<file path="config.mk">
export PLATFORM = sky130hd
export DESIGN_NAME = ibhq_ctrl
export DESIGN_NICKNAME = d
export VERILOG_FILES = /design/src/design/ibhq_pkg.sv /design/src/design/ibhq_ctrl.sv
export SDC_FILE = /design/constraint.sdc
export NUM_CORES = 1
export LEC_CHECK = 0
export BUFFER_PORTS_ARGS = -buffer_cell sky130_fd_sc_hd__buf_2
export CORE_ASPECT_RATIO = 1.2
export CORE_UTILIZATION = 41
export DETAILED_ROUTE_END_ITERATION = 6
export PLACE_DENSITY_LB_ADDON = 0.12
export RECOVER_POWER = 50
export SLEW_MARGIN = 20
export SYNTH_ARGS = -nofsm -noshare
export SYNTH_HDL_FRONTEND = slang
export SYNTH_SLANG_ARGS = --single-unit
</file>
<file path="constraint.sdc">
create_clock -name clk -period 1.63 [get_ports clk]
set_input_delay 0.326 -clock clk [delete_from_list [all_inputs] [get_ports clk]]
set_output_delay 0.326 -clock clk [all_outputs]
set_load 0.05 [all_outputs]
</file>
<file path="src/design/ibhq_pkg.sv">
// Shared types and constants of the indexed binary-heap queue.
// Used by the controller, the datapath and the top level; no dependencies.
package ibhq_pkg;

  localparam int HEAP_DEPTH = 1024;
  localparam int KEY_SPACE  = 1024;
  localparam int KEY_W      = 10;
  localparam int POS_W      = $clog2(HEAP_DEPTH);
  localparam int CNT_W      = 11;
  localparam int IDX_W      = POS_W + 2;
  localparam int OP_W       = 2;
  localparam int ADDR_W     = 3;
  localparam int PRIO_W_DEF = 32;
  localparam int DATA_W_DEF = 32;

  typedef enum logic [OP_W-1:0] {
    OP_INSERT  = 2'd0,
    OP_EXTRACT = 2'd1,
    OP_UPDATE  = 2'd2
  } op_t;

  typedef enum logic [2:0] {
    ST_OK    = 3'd0,
    ST_DUP   = 3'd1,
    ST_EMPTY = 3'd2,
    ST_NOKEY = 3'd3,
    ST_FULL  = 3'd4
  } status_t;

  typedef enum logic [3:0] {
    S_CLEAR, S_IDLE, S_CHECK, S_ROOT, S_CLRK, S_LAST, S_UPD,
    S_UP_RD, S_UP_CMP, S_DN_RDL, S_DN_RDR, S_DN_CMP, S_RESP
  } state_t;

  typedef enum logic [2:0] {
    RS_ROOT, RS_LAST, RS_KPPOS, RS_PARENT, RS_LEFT, RS_RIGHT
  } rsel_t;

  typedef struct packed {
    logic    clr_wr;
    logic    ld_in;
    logic    slot_re;
    rsel_t   rsel;
    logic    set_st;
    status_t st;
    logic    ins_begin;
    logic    kp_pos_ld;
    logic    root_take;
    logic    clr_root_key;
    logic    last_take;
    logic    upd_take;
    logic    up_move;
    logic    left_ld;
    logic    dn_step;
    logic    fin_wr;
    logic    out_ld;
  } cmd_t;

  typedef struct packed {
    logic            clr_done;
    logic [OP_W-1:0] op;
    logic            key_ok;
    logic            present;
    logic            fill_zero;
    logic            fill_full;
    logic            pos_zero;
    logic            up_go;
    logic            upd_down;
    logic            dn_stop;
    logic            out_free;
  } stat_t;

endpackage

</file>
<file path="src/design/ibhq_ctrl.sv">
// Sequencer of the heap queue: clearing pass, checks, sift loops, response.
// Depends on ibhq_pkg; drives the datapath through cmd_t.
module ibhq_ctrl (
  input  logic            clk,
  input  logic            rst_n,
  input  logic            in_valid,
  output logic            in_stall,
  input  ibhq_pkg::stat_t stat,
  output ibhq_pkg::cmd_t  cmd
);

  ibhq_pkg::state_t state_r, state_nxt;

  always_ff @(posedge clk) begin
    if (!rst_n) begin
      state_r <= ibhq_pkg::S_CLEAR;
    end else begin
      state_r <= state_nxt;
    end
  end

  always_comb begin
    state_nxt = state_r;
    case (state_r)
      ibhq_pkg::S_CLEAR: if (stat.clr_done) state_nxt = ibhq_pkg::S_IDLE;
      ibhq_pkg::S_IDLE:  if (in_valid) state_nxt = ibhq_pkg::S_CHECK;
      ibhq_pkg::S_CHECK: begin
        state_nxt = ibhq_pkg::S_RESP;
        case (stat.op)
          ibhq_pkg::OP_INSERT: begin
            if (stat.key_ok && !stat.present && !stat.fill_full) begin
              state_nxt = ibhq_pkg::S_UP_RD;
            end
          end
          ibhq_pkg::OP_EXTRACT: if (!stat.fill_zero) state_nxt = ibhq_pkg::S_ROOT;
          ibhq_pkg::OP_UPDATE: begin
            if (!stat.fill_zero && stat.key_ok && stat.present) begin
              state_nxt = ibhq_pkg::S_UPD;
            end
          end
          default: state_nxt = ibhq_pkg::S_RESP;
        endcase
      end
      ibhq_pkg::S_ROOT: state_nxt = ibhq_pkg::S_CLRK;
      ibhq_pkg::S_CLRK: begin
        state_nxt = stat.fill_zero ? ibhq_pkg::S_RESP : ibhq_pkg::S_LAST;
      end
      ibhq_pkg::S_LAST: state_nxt = ibhq_pkg::S_DN_RDL;
      ibhq_pkg::S_UPD: begin
        state_nxt = stat.upd_down ? ibhq_pkg::S_DN_RDL : ibhq_pkg::S_UP_RD;
      end
      ibhq_pkg::S_UP_RD: begin
        state_nxt = stat.pos_zero ? ibhq_pkg::S_RESP : ibhq_pkg::S_UP_CMP;
      end
      ibhq_pkg::S_UP_CMP: begin
        state_nxt = stat.up_go ? ibhq_pkg::S_UP_RD : ibhq_pkg::S_RESP;
      end
      ibhq_pkg::S_DN_RDL: state_nxt = ibhq_pkg::S_DN_RDR;
      ibhq_pkg::S_DN_RDR: state_nxt = ibhq_pkg::S_DN_CMP;
      ibhq_pkg::S_DN_CMP: begin
        state_nxt = stat.dn_stop ? ibhq_pkg::S_RESP : ibhq_pkg::S_DN_RDL;
      end
      ibhq_pkg::S_RESP: if (stat.out_free) state_nxt = ibhq_pkg::S_IDLE;
      default: state_nxt = ibhq_pkg::S_IDLE;
    endcase
  end

  always_comb begin
    cmd      = '0;
    cmd.rsel = ibhq_pkg::RS_ROOT;
    cmd.st   = ibhq_pkg::ST_OK;
    in_stall = 1'b1;
    case (state_r)
      ibhq_pkg::S_CLEAR: cmd.clr_wr = 1'b1;
      ibhq_pkg::S_IDLE: begin
        in_stall   = 1'b0;
        cmd.ld_in  = in_valid;
      end
      ibhq_pkg::S_CHECK: begin
        case (stat.op)
          ibhq_pkg::OP_INSERT: begin
            if (!stat.key_ok) begin
              cmd.set_st = 1'b1;
              cmd.st     = ibhq_pkg::ST_NOKEY;
            end else if (stat.present) begin
              cmd.set_st = 1'b1;
              cmd.st     = ibhq_pkg::ST_DUP;
            end else if (stat.fill_full) begin
              cmd.set_st = 1'b1;
              cmd.st     = ibhq_pkg::ST_FULL;
            end else begin
              cmd.ins_begin = 1'b1;
            end
          end
          ibhq_pkg::OP_EXTRACT: begin
            if (stat.fill_zero) begin
              cmd.set_st = 1'b1;
              cmd.st     = ibhq_pkg::ST_EMPTY;
            end else begin
              cmd.slot_re = 1'b1;
              cmd.rsel    = ibhq_pkg::RS_ROOT;
            end
          end
          ibhq_pkg::OP_UPDATE: begin
            if (stat.fill_zero) begin
              cmd.set_st = 1'b1;
              cmd.st     = ibhq_pkg::ST_EMPTY;
            end else if (!stat.key_ok || !stat.present) begin
              cmd.set_st = 1'b1;
              cmd.st     = ibhq_pkg::ST_NOKEY;
            end else begin
              cmd.kp_pos_ld = 1'b1;
              cmd.slot_re   = 1'b1;
              cmd.rsel      = ibhq_pkg::RS_KPPOS;
            end
          end
          default: ;
        endcase
      end
      ibhq_pkg::S_ROOT: cmd.root_take = 1'b1;
      ibhq_pkg::S_CLRK: begin
        cmd.clr_root_key = 1'b1;
        cmd.slot_re      = !stat.fill_zero;
        cmd.rsel         = ibhq_pkg::RS_LAST;
      end
      ibhq_pkg::S_LAST: cmd.last_take = 1'b1;
      ibhq_pkg::S_UPD:  cmd.upd_take  = 1'b1;
      ibhq_pkg::S_UP_RD: begin
        cmd.fin_wr  = stat.pos_zero;
        cmd.slot_re = !stat.pos_zero;
        cmd.rsel    = ibhq_pkg::RS_PARENT;
      end
      ibhq_pkg::S_UP_CMP: begin
        cmd.up_move = stat.up_go;
        cmd.fin_wr  = !stat.up_go;
      end
      ibhq_pkg::S_DN_RDL: begin
        cmd.slot_re = 1'b1;
        cmd.rsel    = ibhq_pkg::RS_LEFT;
      end
      ibhq_pkg::S_DN_RDR: begin
        cmd.left_ld = 1'b1;
        cmd.slot_re = 1'b1;
        cmd.rsel    = ibhq_pkg::RS_RIGHT;
      end
      ibhq_pkg::S_DN_CMP: begin
        cmd.dn_step = !stat.dn_stop;
        cmd.fin_wr  = stat.dn_stop;
      end
      ibhq_pkg::S_RESP: cmd.out_ld = stat.out_free;
      default: ;
    endcase
  end

endmodule

</file>
==> flow_metrics.py, run 1 <==
metrics = {
    "global_routing": {
        "grt_max_degree": 20,
    },
    "logic_synthesis": {
        "synthSimpleGateAreaFrac_pct": 42.6,
        "synthArstFlopShare_pct": 0,
        "ys_ff_latch": 4,
        "synth_compound_area_share_pct": 29.3,
        "ys_types": 40,
        "yosysTopAreaCellShare_pct": 10.2,
        "synthTopCellsByArea": "dfxtp_1 10%, a21oi_1 7.0%, nor2_1 6.7%",
        "synth_edf_count": 0,
        "synth_cells": 124,
        "syn_area_per_cell_um2": 6.33,
        "ys_seq_area_share_pct": 10.2,
        "synth_fa_ha_area_share_pct": 6.38,
        "synth_xor_area_share_pct": 1.12,
        "synth_nets": 143,
        "ys_warn_count": 0,
        "synth_top_flop_cell": "dfxtp_1",
        "synth_top_family_by_area": "simple AND/OR/NAND/NOR gates",
        "synth_top_cell_by_area": "dfxtp_1",
        "netlist_area_um2": 785,
        "synth_mux_area_share_pct": 0,
    },
    "floorplan": {
        "initial_core_util_pct": 46.1,
        "pin_count": 37,
        "fp.dieH_um": 49.9,
        "fp-row-count": 16,
        "fp.dieW_um": 41.9,
    },
    "sta": {
        "crit_endpoint": "cmd[13]",
        "endpoint_type": "top-level output",
    },
    "clock_network": {
        "clk_path_buf_depth": 2,
        "cts_made_buffers": 3,
        "clockRootBuffer": "clkbuf_4",
        "htreeDepth": 1,
        "clock_sinks": 4,
    },
    "status": {
        "haltStage": "global routing (5_1_grt)",
        "status": "did not finish",
        "error_line": "[ERROR DPL-0038] Utilization greater than 100%, impossible to legalize",
    },
    "placement": {
        "gp_congestion": 0.935,
        "dp_hpwl_mm": 2.08,
        "io_buffers": 36,
    },
}
[synthesized netlist by cell type, types with 2 or more instances]
cell       number
nor2_1         14
a21oi_1        11
inv_1          10
nand2_1         9
nand2b_1        6
nor2b_1         6
o21ai_0         6
clkbuf_1        5
nor3_1          5
dfxtp_1         4
ha_1            4
nand3_1         4
o22ai_1         4
or2_2           3
a211oi_1        2
a22oi_1         2
and3_1          2
buf_2           2
nor3_2          2
o21a_1          2
o2bb2ai_1       2
[repair_timing]
item / CTS
pin swaps: 4
buffers inserted: 6
hold buffers: 0
gates cloned: 1
endpoints found under the setup margin: 22
gates resized for setup: 68
[cell families after synthesis]
kind of cell	Yosys count
AO/OA/AOI/OAI	36
adder cells (fa/ha/maj)	4
flip-flops	4
buffers and inverters	19
AND/OR/NAND/NOR	60
XOR/XNOR	1
[metrics by stage]
stage               worst slack, ps  hold slack (ps)  instance area (um^2)  std cells
floorplan                      -392              443                   956        124
global placement               -247              584                  1310        197
detailed placement             -249              578                  1310        197
CTS                            -407              337                  1620        207
==> run 2: changes to the inputs <==
--- a/config.mk
+++ b/config.mk
@@ -6,10 +6,10 @@
 export NUM_CORES = 1
 export LEC_CHECK = 0
 export BUFFER_PORTS_ARGS = -buffer_cell sky130_fd_sc_hd__buf_2
-export CORE_ASPECT_RATIO = 1.2
-export CORE_UTILIZATION = 41
+export CORE_AREA = 2 2 63 65
 export DETAILED_ROUTE_END_ITERATION = 6
-export PLACE_DENSITY_LB_ADDON = 0.12
+export DIE_AREA = 0 0 65 67
+export PLACE_DENSITY_LB_ADDON = 0.15
 export RECOVER_POWER = 50
 export SLEW_MARGIN = 20
 export SYNTH_ARGS = -nofsm -noshare
==> constraint.sdc (replaced) <==
create_clock -name clk -period 2.1 [get_ports clk]
set_input_delay 0.42 -clock clk [delete_from_list [all_inputs] [get_ports clk]]
set_output_delay 0.42 -clock clk [all_outputs]
set_load 0.05 [all_outputs]
==> flow_metrics.py, run 2 <==
metrics = {
    "sta": {
        "tns_ps": -2.02,
        "period_share_pct": 100,
        "finalSetupViolCount": 1,
        "fin_ws_ps": -2.02,
        "fin_crit_ps": 2100,
        "max_slew_margin_pct": 79.6,
        "finalMaxSlewViolations": 0,
        "finClkSkew_ps": 1.99,
        "hold_viol_final": 0,
        "whs_ps": 465,
        "rsz0062_at_grt": "yes",
        "fmax_mhz": 476,
        "worst_pin_slew_ps": 307,
    },
    "clock_network": {
        "clk_path_buf_depth": 2,
        "cts_tree": "yes",
        "htreeDepth": 1,
        "clk_pin_slew_worst_paths_ps": 30,
        "cts_made_buffers": 3,
        "cts_setup_buffers": 0,
        "cts_hold_buf": 0,
        "clockRootBuffer": "clkbuf_8",
        "clock_sinks": 4,
        "clkLatencyLatePin_ps": 220,
    },
    "critical_path": {
        "required_ps": 1680,
        "criticalPathCategory": "reg -> out",
        "arrival_ps": 1680,
        "cp_slowest_stage_delay_ps": 530,
        "timing.rr.start": "state_r[0]",
        "reg2reg_slack_ps": 470,
        "crit_chain": "or4b_4 -> or2_4 -> nor3_4 -> buf_6",
        "timing.rr.end": "state_r[0]",
        "crit_path_end_kind": "primary output",
        "cpLargestDelayFamily": "simple AND/OR/NAND/NOR gates",
        "critical_path.startpoint_type": "flip-flop",
        "path_max_fanout": 3,
        "worst_path_max_delay_cell": "or4b_4",
        "ff2ff_path_depth": 6,
        "critPathBufInv": 1,
    },
    "logic_synthesis": {
        "ys_warn_count": 0,
        "synth_cells": 124,
        "syn_area_per_cell_um2": 6.33,
        "ys_seq_area_share_pct": 10.2,
        "synth_nets": 143,
        "synthTopCellsByCount": "14 x nor2_1, 11 x a21oi_1, 10 x inv_1",
        "synth_top_flop_cell": "dfxtp_1",
        "synth_top_cell_by_area": "dfxtp_1",
        "netlist_area_um2": 785,
        "synthTopCellsByArea": "dfxtp_1 10%, a21oi_1 7.0%, nor2_1 6.7%",
        "synthArstFlopShare_pct": 0,
        "ys_types": 40,
        "yosysTopAreaCellShare_pct": 10.2,
        "synth_edf_count": 0,
        "synth.most_common_cell": "nor2_1",
        "ys_ff_latch": 4,
    },
    "route": {
        "drc": 0,
        "drtIter0Drc": 26,
        "first_pass_iters": 4,
        "drt-wirelength-per-cell_um": 12.8,
        "via_per_inst": 4.65,
        "routed_wl_mm": 2.77,
        "vias": 1009,
        "ant_nets": 0,
    },
    "final_layout": {
        "register_area_um2": 81.3,
        "multi_input_area_um2": 722,
        "num-nets-final": 190,
        "syn_to_final_growth_pct": 62.7,
        "top_regs": "state_r x4",
        "most-common-layout-cells": "27 x buf_2, 17 x buf_4, 12 x nor2_1",
        "largest_reg_flops": 4,
        "fillCellCount": 399,
        "num_antenna_cells": 0,
        "layout-drive-gt1-share_pct": 45.6,
        "regMostFlops": "state_r",
        "final_common_cell": "buf_2",
    },
    "floorplan": {
        "initial_core_util_pct": 21.8,
        "fp.dieW_um": 65,
        "dieArea_um2": 4360,
        "fp-row-count": 22,
        "pin_count": 37,
        "coreArea_um2": 3610,
        "fp.dieH_um": 67,
    },
    "placement": {
        "io_buffers": 36,
        "dp_hpwl_mm": 2.18,
        "gp_congestion": 0.774,
    },
    "min_path": {
        "hold_path_depth": 2,
        "hold_end": "state_r[3]",
        "hold_path_class": "in -> reg",
        "holdCritStartpoint": "rst_n",
    },
    "status": {
        "status": "complete, but fails checks",
        "failed_checks": "negative setup slack",
    },
    "power": {
        "p_leak_nw": 0.613,
        "ir_worst_vdd_uv": 297,
        "cellPowerDensity_nw_per_um2": 520,
    },
    "global_routing": {
        "grt_max_degree": 20,
        "grt_first_pass_wirelength_mm": 4.32,
        "antenna_found_initial": 0,
        "grt_overflow": 0,
        "grt_use_total_pct": 12.6,
        "grt_pass1_vias": 927,
    },
    "job": {
        "maxCapViolations": 0,
    },
}
run 2: cell counts after synthesis:
No cell type changed its count.
run 2: how the worst max path moves through the flow:
stage                     from      end  slack, ps  depth (start not counted)
finish              state_r[0]  cmd[13]         -2                          4
global route        state_r[0]  cmd[13]        -50                          4
CTS                 state_r[0]  cmd[13]        -20                          4
detailed placement     stat[9]  cmd[16]          8                          8
global placement       stat[9]  cmd[16]       -0.9                          8
floorplan              stat[9]  cmd[18]       -160                          5
run 2: cell families (layout without fill, tap and decap cells):
| kind of cell | Yosys count | count (layout) | synth area share (%) |
|---|---|---|---|
| xor gates and xnor gates | 1 | 1 | 1.12 |
| buffers and inverters | 19 | 64 | 10.4 |
| AOI/OAI and AO/OA | 36 | 36 | 29.3 |
| adders and majority gates | 4 | 4 | 6.38 |
| DFF | 4 | 4 | 10.2 |
| and+or+nand+nor | 60 | 60 | 42.6 |
run 2: power by group:
part           switching [mW]  internal (mW)  total (mW)
registers             0.00509         0.0864      0.0915
clock network          0.0429          0.122       0.165
logic                   0.263          0.143       0.406
total                   0.311          0.352       0.663
run 2: metrics by stage:
stage	instance area (um^2)	cells	total power, mW	utilization (%)	setup WS, ps
6_report	1280	217	0.663	35.4	-2.02
2_1_floorplan	871	124	0.378	-	-156
3_5_place_dp	1180	214	0.492	32.7	8.13
4_1_cts	1250	217	0.665	34.8	-18.4
5_1_grt	1280	217	0.703	35.4	-49.4
3_3_place_gp	1180	214	0.489	32.7	-0.876
run 2: worst reg2reg max path: stages (launching register included):
cell and delay (ps):
dfxtp_1 300, or4b_4 530, buf_4 180, nor2_1 120, clkbuf_4 150, a21oi_1 90
a31oi_1 170
run 2: cell type report:
type | count | area share [%]
Multi-Input combinational cell | 101 | 56.6
Timing Repair Buffer | 51 | 26.2
Sequential cell | 4 | 6.37
Tap cell | 48 | 4.71
Clock buffer | 3 | 3.24
Inverter | 10 | 2.94
run 2: metal layers:
layer  vias up  global-route usage (%)  share of wire, %  wire [um]
met4         0                    3.46              0.76         21
met5         -                       0                 0          0
li1        524                       -                 -          -
met1       452                    17.2                46       1260
met2        31                    20.6                48       1330
met3         2                    1.52               5.5        151
run 2: repair_timing:
item | 4_1_cts | 5_1_grt
gates resized for setup | 11 | 8
pin swaps | 3 | 0
endpoints found under the setup margin | 7 | 9
Note: power is estimated with default switching activity, not from simulation.
